===== src/hilbert_curve_index_converter_core_assert.svh =====
// assertion macros shared by the converter modules
// expects clk and arst_n in the scope of each use
`ifndef HILBERT_CURVE_INDEX_CONVERTER_CORE_ASSERT_SVH
`define HILBERT_CURVE_INDEX_CONVERTER_CORE_ASSERT_SVH

// same-cycle implication, checked out of reset
`define HCIC_ASSERT_NOW(label, ante, cons, msg) \
	label: assert property (@(posedge clk) disable iff (!arst_n) (ante) |-> (cons)) \
		else $error(msg);

// next-cycle implication, checked out of reset
`define HCIC_ASSERT_NEXT(label, ante, cons, msg) \
	label: assert property (@(posedge clk) disable iff (!arst_n) (ante) |=> (cons)) \
		else $error(msg);

`endif


===== src/hcic_pkg.sv =====
// shared types and constants of the hilbert curve index converter
// no dependencies
package hcic_pkg;

	// conversion direction carried in tuser
	typedef enum logic {
		KIND_XY2D = 1'b0,
		KIND_D2XY = 1'b1
	} kind_t;

	localparam int COORD_W     = 16;
	localparam int INDEX_W     = 32;
	localparam int CFG_W       = 5;
	localparam int ORDER_RESET = 8;
	localparam int S_TDATA_W   = 2 * COORD_W + INDEX_W;
	localparam int M_TDATA_W   = INDEX_W + 2 * COORD_W;

endpackage


===== src/hilbert_curve_index_converter_core.sv =====
// Hilbert curve converter between grid points and curve distances. Each transaction
// on s_axis carries a direction in s_tuser and produces exactly one result transaction
// on m_axis. A new transaction is taken every clock cycle unless m_axis stalls; each
// cell in the chain registers the item and handles one bit level of the grid.
// curve_order must be written through cfg_valid/cfg_data only while no transaction is
// in flight; the block itself does not enforce this. Values above MAX_ORDER act as MAX_ORDER.
// depends on hcic_pkg, hcic_cell and the assertion header
`include "hilbert_curve_index_converter_core_assert.svh"

module hilbert_curve_index_converter_core #(
	parameter int MAX_ORDER = 16
) (
	input  logic                              clk,
	input  logic                              arst_n,
	input  logic                              cfg_valid,
	output logic                              cfg_ready,
	input  logic [hcic_pkg::CFG_W-1:0]        cfg_data,   // curve_order
	input  logic                              s_tvalid,
	output logic                              s_tready,
	input  logic [hcic_pkg::S_TDATA_W-1:0]    s_tdata,    // coord_x, coord_y, curve_index
	input  logic [0:0]                        s_tuser,    // kind
	output logic                              m_tvalid,
	input  logic                              m_tready,
	output logic [hcic_pkg::M_TDATA_W-1:0]    m_tdata     // out_index, out_x, out_y
);

	localparam int OW    = $clog2(MAX_ORDER + 1);
	localparam int CW    = MAX_ORDER;
	localparam int IW    = 2 * MAX_ORDER;
	localparam int CRD_W = hcic_pkg::COORD_W;
	localparam int IDX_W = hcic_pkg::INDEX_W;
	localparam int RST_O = (hcic_pkg::ORDER_RESET > MAX_ORDER) ? MAX_ORDER
		: hcic_pkg::ORDER_RESET;
	localparam logic [hcic_pkg::CFG_W-1:0] MAX_CFG = hcic_pkg::CFG_W'(MAX_ORDER);

	logic [OW-1:0] order_q;

	logic              c_valid [0:MAX_ORDER];
	logic              c_ready [0:MAX_ORDER];
	hcic_pkg::kind_t   c_kind  [0:MAX_ORDER];
	logic [CW-1:0]     c_x     [0:MAX_ORDER];
	logic [CW-1:0]     c_y     [0:MAX_ORDER];
	logic [IW-1:0]     c_d     [0:MAX_ORDER];

	logic [CRD_W-1:0]  out_x;
	logic [CRD_W-1:0]  out_y;
	logic [IDX_W-1:0]  out_index;

	assign cfg_ready = 1'b1;

	// saturate at write time so the cells compare against a plain level count
	always_ff @(posedge clk or negedge arst_n) begin
		if (!arst_n) begin
			order_q <= OW'(RST_O);
		end else if (cfg_valid && cfg_ready) begin
			order_q <= (cfg_data > MAX_CFG) ? OW'(MAX_ORDER) : OW'(cfg_data);
		end
	end

	// point to index starts with a clear distance, index to point with a clear point
	always_comb begin
		c_valid[0] = s_tvalid;
		c_kind[0]  = hcic_pkg::kind_t'(s_tuser[0]);
		if (s_tuser[0] == hcic_pkg::KIND_D2XY) begin
			c_x[0] = '0;
			c_y[0] = '0;
			c_d[0] = IW'(s_tdata[2*CRD_W +: IDX_W]);
		end else begin
			c_x[0] = CW'(s_tdata[0 +: CRD_W]);
			c_y[0] = CW'(s_tdata[CRD_W +: CRD_W]);
			c_d[0] = '0;
		end
	end
	assign s_tready = c_ready[0];

	for (genvar k = 0; k < MAX_ORDER; k++) begin : g_cell
		hcic_cell #(
			.MAX_ORDER (MAX_ORDER),
			.STAGE     (k)
		) u_cell (
			.clk       (clk),
			.arst_n    (arst_n),
			.order     (order_q),
			.in_valid  (c_valid[k]),
			.in_ready  (c_ready[k]),
			.in_kind   (c_kind[k]),
			.in_x      (c_x[k]),
			.in_y      (c_y[k]),
			.in_d      (c_d[k]),
			.out_valid (c_valid[k+1]),
			.out_ready (c_ready[k+1]),
			.out_kind  (c_kind[k+1]),
			.out_x     (c_x[k+1]),
			.out_y     (c_y[k+1]),
			.out_d     (c_d[k+1])
		);
	end

	assign c_ready[MAX_ORDER] = m_tready;
	assign m_tvalid = c_valid[MAX_ORDER];

	always_comb begin
		out_index = '0;
		out_x     = '0;
		out_y     = '0;
		unique case (c_kind[MAX_ORDER])
			hcic_pkg::KIND_XY2D: out_index = IDX_W'(c_d[MAX_ORDER]);
			hcic_pkg::KIND_D2XY: begin
				out_x = CRD_W'(c_x[MAX_ORDER]);
				out_y = CRD_W'(c_y[MAX_ORDER]);
			end
			default: out_index = '0;
		endcase
	end

	assign m_tdata = {out_y, out_x, out_index};

	// with the sink ready every cell drains, so the input side must be open
	`HCIC_ASSERT_NOW(a_top_ready_chain, m_tready, s_tready,
		"input stalled while the output is ready")
	// the stored order never leaves the supported range
	`HCIC_ASSERT_NOW(a_top_order_range, 1'b1, order_q <= OW'(MAX_ORDER),
		"curve order above its maximum")
	// a stalled result stays offered and unchanged
	`HCIC_ASSERT_NEXT(a_top_out_hold, m_tvalid && !m_tready,
		m_tvalid && $stable(m_tdata), "result transaction changed while stalled")

endmodule


===== src/hcic_cell.sv =====
// one bit level of the hilbert conversion with its pipeline register
// depends on hcic_pkg and the assertion header
`include "hilbert_curve_index_converter_core_assert.svh"

module hcic_cell #(
	parameter int MAX_ORDER = 16,
	parameter int STAGE     = 0
) (
	input  logic                         clk,
	input  logic                         arst_n,
	input  logic [$clog2(MAX_ORDER+1)-1:0] order,
	input  logic                         in_valid,
	output logic                         in_ready,
	input  hcic_pkg::kind_t              in_kind,
	input  logic [MAX_ORDER-1:0]         in_x,
	input  logic [MAX_ORDER-1:0]         in_y,
	input  logic [2*MAX_ORDER-1:0]       in_d,
	output logic                         out_valid,
	input  logic                         out_ready,
	output hcic_pkg::kind_t              out_kind,
	output logic [MAX_ORDER-1:0]         out_x,
	output logic [MAX_ORDER-1:0]         out_y,
	output logic [2*MAX_ORDER-1:0]       out_d
);

	localparam int OW = $clog2(MAX_ORDER + 1);
	localparam int CW = MAX_ORDER;
	localparam int IW = 2 * MAX_ORDER;
	// point to index walks from the top level down, index to point from level zero up
	localparam int LVL_P = MAX_ORDER - 1 - STAGE;
	localparam int LVL_D = STAGE;
	localparam logic [OW-1:0] LVL_P_O = OW'(LVL_P);
	localparam logic [OW-1:0] LVL_D_O = OW'(LVL_D);
	localparam logic [CW-1:0] MASK_P  = CW'((64'd1 << LVL_P) - 64'd1);
	localparam logic [CW-1:0] MASK_D  = CW'((64'd1 << LVL_D) - 64'd1);

	logic                 valid_q;
	hcic_pkg::kind_t      kind_q;
	logic [CW-1:0]        x_q;
	logic [CW-1:0]        y_q;
	logic [IW-1:0]        d_q;

	logic [CW-1:0]        x_n;
	logic [CW-1:0]        y_n;
	logic [IW-1:0]        d_n;
	logic [CW-1:0]        xm;
	logic [CW-1:0]        ym;
	logic                 rx;
	logic                 ry;
	logic                 take;

	assign in_ready = !valid_q || out_ready;
	assign take     = in_valid && in_ready;

	always_comb begin
		x_n = in_x;
		y_n = in_y;
		d_n = in_d;
		rx  = 1'b0;
		ry  = 1'b0;
		xm  = '0;
		ym  = '0;
		unique case (in_kind)
			hcic_pkg::KIND_XY2D: begin
				if (LVL_P_O < order) begin
					rx = in_x[LVL_P];
					ry = in_y[LVL_P];
					d_n[2*LVL_P +: 2] = {rx, rx ^ ry};
					xm = in_x & MASK_P;
					ym = in_y & MASK_P;
					if (!ry) begin
						if (rx) begin
							xm = xm ^ MASK_P;
							ym = ym ^ MASK_P;
						end
						x_n = ym;
						y_n = xm;
					end else begin
						x_n = xm;
						y_n = ym;
					end
				end
			end
			hcic_pkg::KIND_D2XY: begin
				if (LVL_D_O < order) begin
					rx = in_d[2*LVL_D + 1];
					ry = in_d[2*LVL_D] ^ rx;
					xm = in_x;
					ym = in_y;
					if (!ry) begin
						if (rx) begin
							xm = xm ^ MASK_D;
							ym = ym ^ MASK_D;
						end
						x_n = ym;
						y_n = xm;
					end else begin
						x_n = xm;
						y_n = ym;
					end
					x_n[LVL_D] = rx;
					y_n[LVL_D] = ry;
				end
			end
			default: begin
				x_n = in_x;
			end
		endcase
	end

	always_ff @(posedge clk or negedge arst_n) begin
		if (!arst_n) begin
			valid_q <= 1'b0;
		end else if (in_ready) begin
			valid_q <= in_valid;
		end
	end

	always_ff @(posedge clk) begin
		if (take) begin
			kind_q <= in_kind;
			x_q    <= x_n;
			y_q    <= y_n;
			d_q    <= d_n;
		end
	end

	assign out_valid = valid_q;
	assign out_kind  = kind_q;
	assign out_x     = x_q;
	assign out_y     = y_q;
	assign out_d     = d_q;

	// a stalled item keeps its place and its payload
	`HCIC_ASSERT_NEXT(a_cell_hold, valid_q && !out_ready,
		valid_q && $stable(d_q) && $stable(x_q), "cell lost or changed a stalled item")
	// index to point never builds coordinate bits above this level
	`HCIC_ASSERT_NOW(a_cell_coord_range, valid_q && kind_q == hcic_pkg::KIND_D2XY,
		(x_q & ~((CW'(1) << LVL_D) | MASK_D)) == '0, "coordinate grew past its level")
	// a new item only enters an empty or draining cell
	`HCIC_ASSERT_NOW(a_cell_no_overwrite, take && valid_q, out_ready,
		"cell overwrote an item not taken")

endmodule


===== config.mk =====
export PLATFORM = sky130hd
export DESIGN_NAME = hilbert_curve_index_converter_core
export DESIGN_NICKNAME = d
export VERILOG_FILES = /design/src/hcic_pkg.sv /design/src/hilbert_curve_index_converter_core.sv /design/src/hcic_cell.sv
export VERILOG_INCLUDE_DIRS = /design/src /design/src/src
export SDC_FILE = /design/constraint.sdc
export NUM_CORES = 2
export LEC_CHECK = 0
export ABC_AREA = 1
export BUFFER_PORTS_ARGS = -buffer_cell sky130_fd_sc_hd__buf_2
export CAP_MARGIN = 20
export CORE_MARGIN = 3
export CORE_UTILIZATION = 40
export CTS_BUF_LIST = sky130_fd_sc_hd__clkbuf_8
export DETAILED_ROUTE_END_ITERATION = 8
export GPL_ROUTABILITY_DRIVEN = 0
export PLACE_DENSITY = 0.53
export SETUP_SLACK_MARGIN = 0.5
export SYNTH_ARGS = -nofsm -noshare
export SYNTH_HDL_FRONTEND = slang
export SYNTH_SLANG_ARGS = --single-unit

===== constraint.sdc =====
create_clock -name clk -period 10.4 [get_ports clk]
set_clock_uncertainty 0.05 [all_clocks]
set_input_delay 0.52 -clock clk [delete_from_list [all_inputs] [get_ports clk]]
set_output_delay 0.52 -clock clk [all_outputs]
set_load 0.02 [all_outputs]

==> impl_metrics.py <==
metrics = {
    "final_layout": {
        "final_common_cell": "edfxtp_1",
        "n_fill_cell": 10800,
        "area_delta_synth_final_pct": 12.1,
        "finalNonFillerCells": 5979,
        "drive_gt1_frac": 0.111,
        "finalNetCount": 4392,
        "regArea_um2": 31800,
        "multi_input_area_um2": 12700,
        "final_cell_mix": "1040 x edfxtp_1, 604 x nand2_1, 561 x inv_1, 478 x o21ai_0, 257 x a21oi_1",
    },
    "clocking": {
        "cts_setup_buffers": 0,
        "cts_hold_buf": 42,
        "cts.htree.levels": 4,
        "clk_latency_ns": 0.81,
        "cts.path.max_buffers": 3,
        "clk_pin_slew_ns": 0.06,
        "cts_buffers": 176,
        "clkSinkCount": 1061,
        "cts_tree": "yes",
        "cts_resized": 0,
        "cts_root_buffer": "clkbuf_8",
    },
    "sta": {
        "finalCriticalPeriod_ns": 3.71,
        "slew_violations": 0,
        "relSlewSlack": 0.298,
        "tightest_slew_ns": 1.05,
        "setup_tns_ns": 0,
        "rsz0062_at_grt": "false",
        "hold_viol": 0,
        "fin_crit_sh": 0.356,
        "finalSetupViolCount": 0,
        "fmax_mhz": 270,
    },
    "setup_path": {
        "r2r_setup_slack_ns": 6.75,
        "worst-path-stages": 13,
        "crit_path_max_incr_delay_ns": 0.53,
        "r2r_end": "g_cell[8].u_cell.out_x[6]",
        "critical_path_class": "primary input to output pin",
        "rr_startpoint": "order_q[4]",
        "cp-end-kind": "output pin",
        "worstPathRequired_ns": 9.83,
        "worst-path-max-fanout": 4,
        "worst_path_most_repeated_cell": "nand4_1",
        "reg2regPathDepth": 7,
        "crit_family": "simple AND/OR/NAND/NOR gates",
        "cp.arrival_ns": 3.14,
        "cp-startpoint": "m_tready",
        "cp_cell_sequence": "dlygate4sd3_1 -> buf_2 -> inv_1 -> nand4_1 -> nor2_1 -> nand4_1 -> nor2_2 -> nand2_1 -> nor2_1 -> nand3_1 -> nor2_2 -> nand4_1 -> buf_2",
        "crit_path_top_delay_cell": "dlygate4sd3_1",
        "start_kind": "primary input",
        "crit_buf_inv": 4,
        "cp-endpoint": "s_tready",
    },
    "routing": {
        "wirelength_um": 101000,
        "drt_pre_antenna_iters": 6,
        "antenna_left": 0,
        "viasPerCell": 5.14,
        "drt_iter0_drc": 2708,
        "vias": 30700,
        "drc": 0,
        "routedWlPerCell_um": 17.0,
    },
    "die": {
        "start_util": 0.405,
        "rows": 125,
        "ioPinCount": 142,
        "dieArea_um2": 123000,
        "die_h_um": 350,
        "dieWidth_um": 350,
        "core-area_um2": 117000,
    },
    "yosys": {
        "synthCells": 4129,
        "netlist_area_um2": 47400,
        "yosysWarnings": 0,
        "synth_area_leaders": "edfxtp_1 66%, o21ai_0 5.1%, nand2_1 4.8%",
        "synth_area_leader_cell": "edfxtp_1",
        "async_flop_share": 0.0198,
        "ys_seq_area_frac": 0.670,
        "synth_top_area_frac": 0.658,
        "synth_edf_count": 1040,
        "synth_nets": 4204,
        "ys_ff_latch": 1061,
        "synth.avg_cell_area_um2": 11.5,
        "yosys_most_used_dff": "edfxtp_1",
        "ys_types": 49,
    },
    "global_route": {
        "antenna_found_initial": 1,
        "grt_pass1_vias": 29400,
        "grt-ovfl-total": 0,
        "grt_pass1_wl_um": 160000,
        "grt_use_total": 0.165,
        "grt_max_degree": 66,
    },
    "placed_design": {
        "place_hpwl_um": 69000,
        "dp.cells": 5620,
        "numPortBuffers": 140,
    },
    "flow_run": {
        "drv_cap": 0,
    },
    "run_status": {
        "status": "finished, final reports clean",
    },
    "power": {
        "leakage_nw": 20.7,
        "peakVddDrop_uv": 116,
        "power.density_nw_per_um2": 238,
    },
    "worst_hold_path": {
        "min_path_type": "primary input to register",
    },
}
[flip-flops by register name, indices dropped and copies added, names as in the netlist]
signal	count
g_cell.u_cell.out_valid	16
g_cell.u_cell.out_d	512
g_cell.u_cell.out_y	256
order_q	5
g_cell.u_cell.out_kind	16
g_cell.u_cell.out_x	256
[Yosys cell counts (all sizes together), types with 2 or more instances]
| cell | number |
|---|---|
| nand2 | 609 |
| buf | 78 |
| a221o | 11 |
| xor2 | 97 |
| a31oi | 5 |
| xnor2 | 120 |
| inv | 552 |
| o2111ai | 2 |
| clkinv | 3 |
| a21oi | 261 |
| edfxtp | 1040 |
| nor2 | 157 |
| o21a | 4 |
| dfrtp | 20 |
| o31ai | 2 |
| o221ai | 155 |
| o211ai | 30 |
| clkbuf | 135 |
| a22oi | 37 |
| o21ai | 549 |
| nor3 | 3 |
| nand3 | 99 |
| o22ai | 144 |
| nand4 | 6 |
[power breakdown]
| group | total, mW | switching [mW] | internal (mW) |
|---|---|---|---|
| registers | 6.56 | 0.520 | 6.04 |
| logic | 2.73 | 1.85 | 0.883 |
| clock network | 3.35 | 1.62 | 1.73 |
[layout make-up]
class,instances,share of cell area
well taps,1524,0.0359
flip-flops and latches,1061,0.597
diodes,1,0.0000471
inverters,555,0.0392
multi-input cells,2300,0.239
clock buffers,183,0.0474
clock inverters,132,0.0129
repair buffers,223,0.0280
[worst register-to-register path: stages (launching register included)]
cell      delay [ns]
dfrtp_1         0.76
inv_2           0.35
o21ai_2         0.24
a21oi_2         0.12
nor2_1          0.56
nand2_1         0.67
nand2_1         0.44
o221ai_1        0.17
[layer usage]
| metal | share of wire | routed length [µm] | track usage |
|---|---|---|---|
| met4 | 0.026 | 2590 | 0.0542 |
| met1 | 0.43 | 43900 | 0.217 |
| met3 | 0.061 | 6190 | 0.0374 |
| met5 | 0 | 0 | 0 |
| met2 | 0.48 | 48700 | 0.271 |
[worst min path at each step]
| stage | startpoint | endpoint | slack [ns] | cells after the start |
|---|---|---|---|---|
| 2_1_floorplan | arst_n | g_cell[0].u_cell.out_valid | 0.17 | 0 |
| 3_3_place_gp | g_cell[12].u_cell.out_d[16] | g_cell[13].u_cell.out_d[16] | 0.35 | 0 |
| 3_5_place_dp | g_cell[9].u_cell.out_d[12] | g_cell[10].u_cell.out_d[12] | 0.35 | 0 |
| 4_1_cts | s_tdata[25] | g_cell[0].u_cell.out_y[9] | 0.009 | 3 |
| 5_1_grt | s_tdata[7] | g_cell[0].u_cell.out_x[7] | 0.04 | 3 |
| 6_report | s_tdata[25] | g_cell[0].u_cell.out_y[9] | 0.11 | 3 |
[per-stage QoR]
step                hold slack, ns  instance area (µm²)  power [mW]  worst slack [ns]  utilization
global placement             0.350                49500        9.33              6.82        0.423
global route                0.0447                53200        13.5              6.29        0.455
detailed placement           0.355                49500        9.40              6.66        0.423
floorplan                    0.174                47400        8.52              5.76            -
finish                       0.111                53200        12.7              6.69        0.455
CTS                        0.00861                53200        12.8              6.58        0.454
[kinds of logic after synthesis]
group / synth area share
xor+xnor: 0.0401
other cells: 0.0000791
flops: 0.670
compound gates: 0.151
buf+inv: 0.0634
simple gates: 0.0761
No activity file was read; power rests on OpenSTA's default activity.
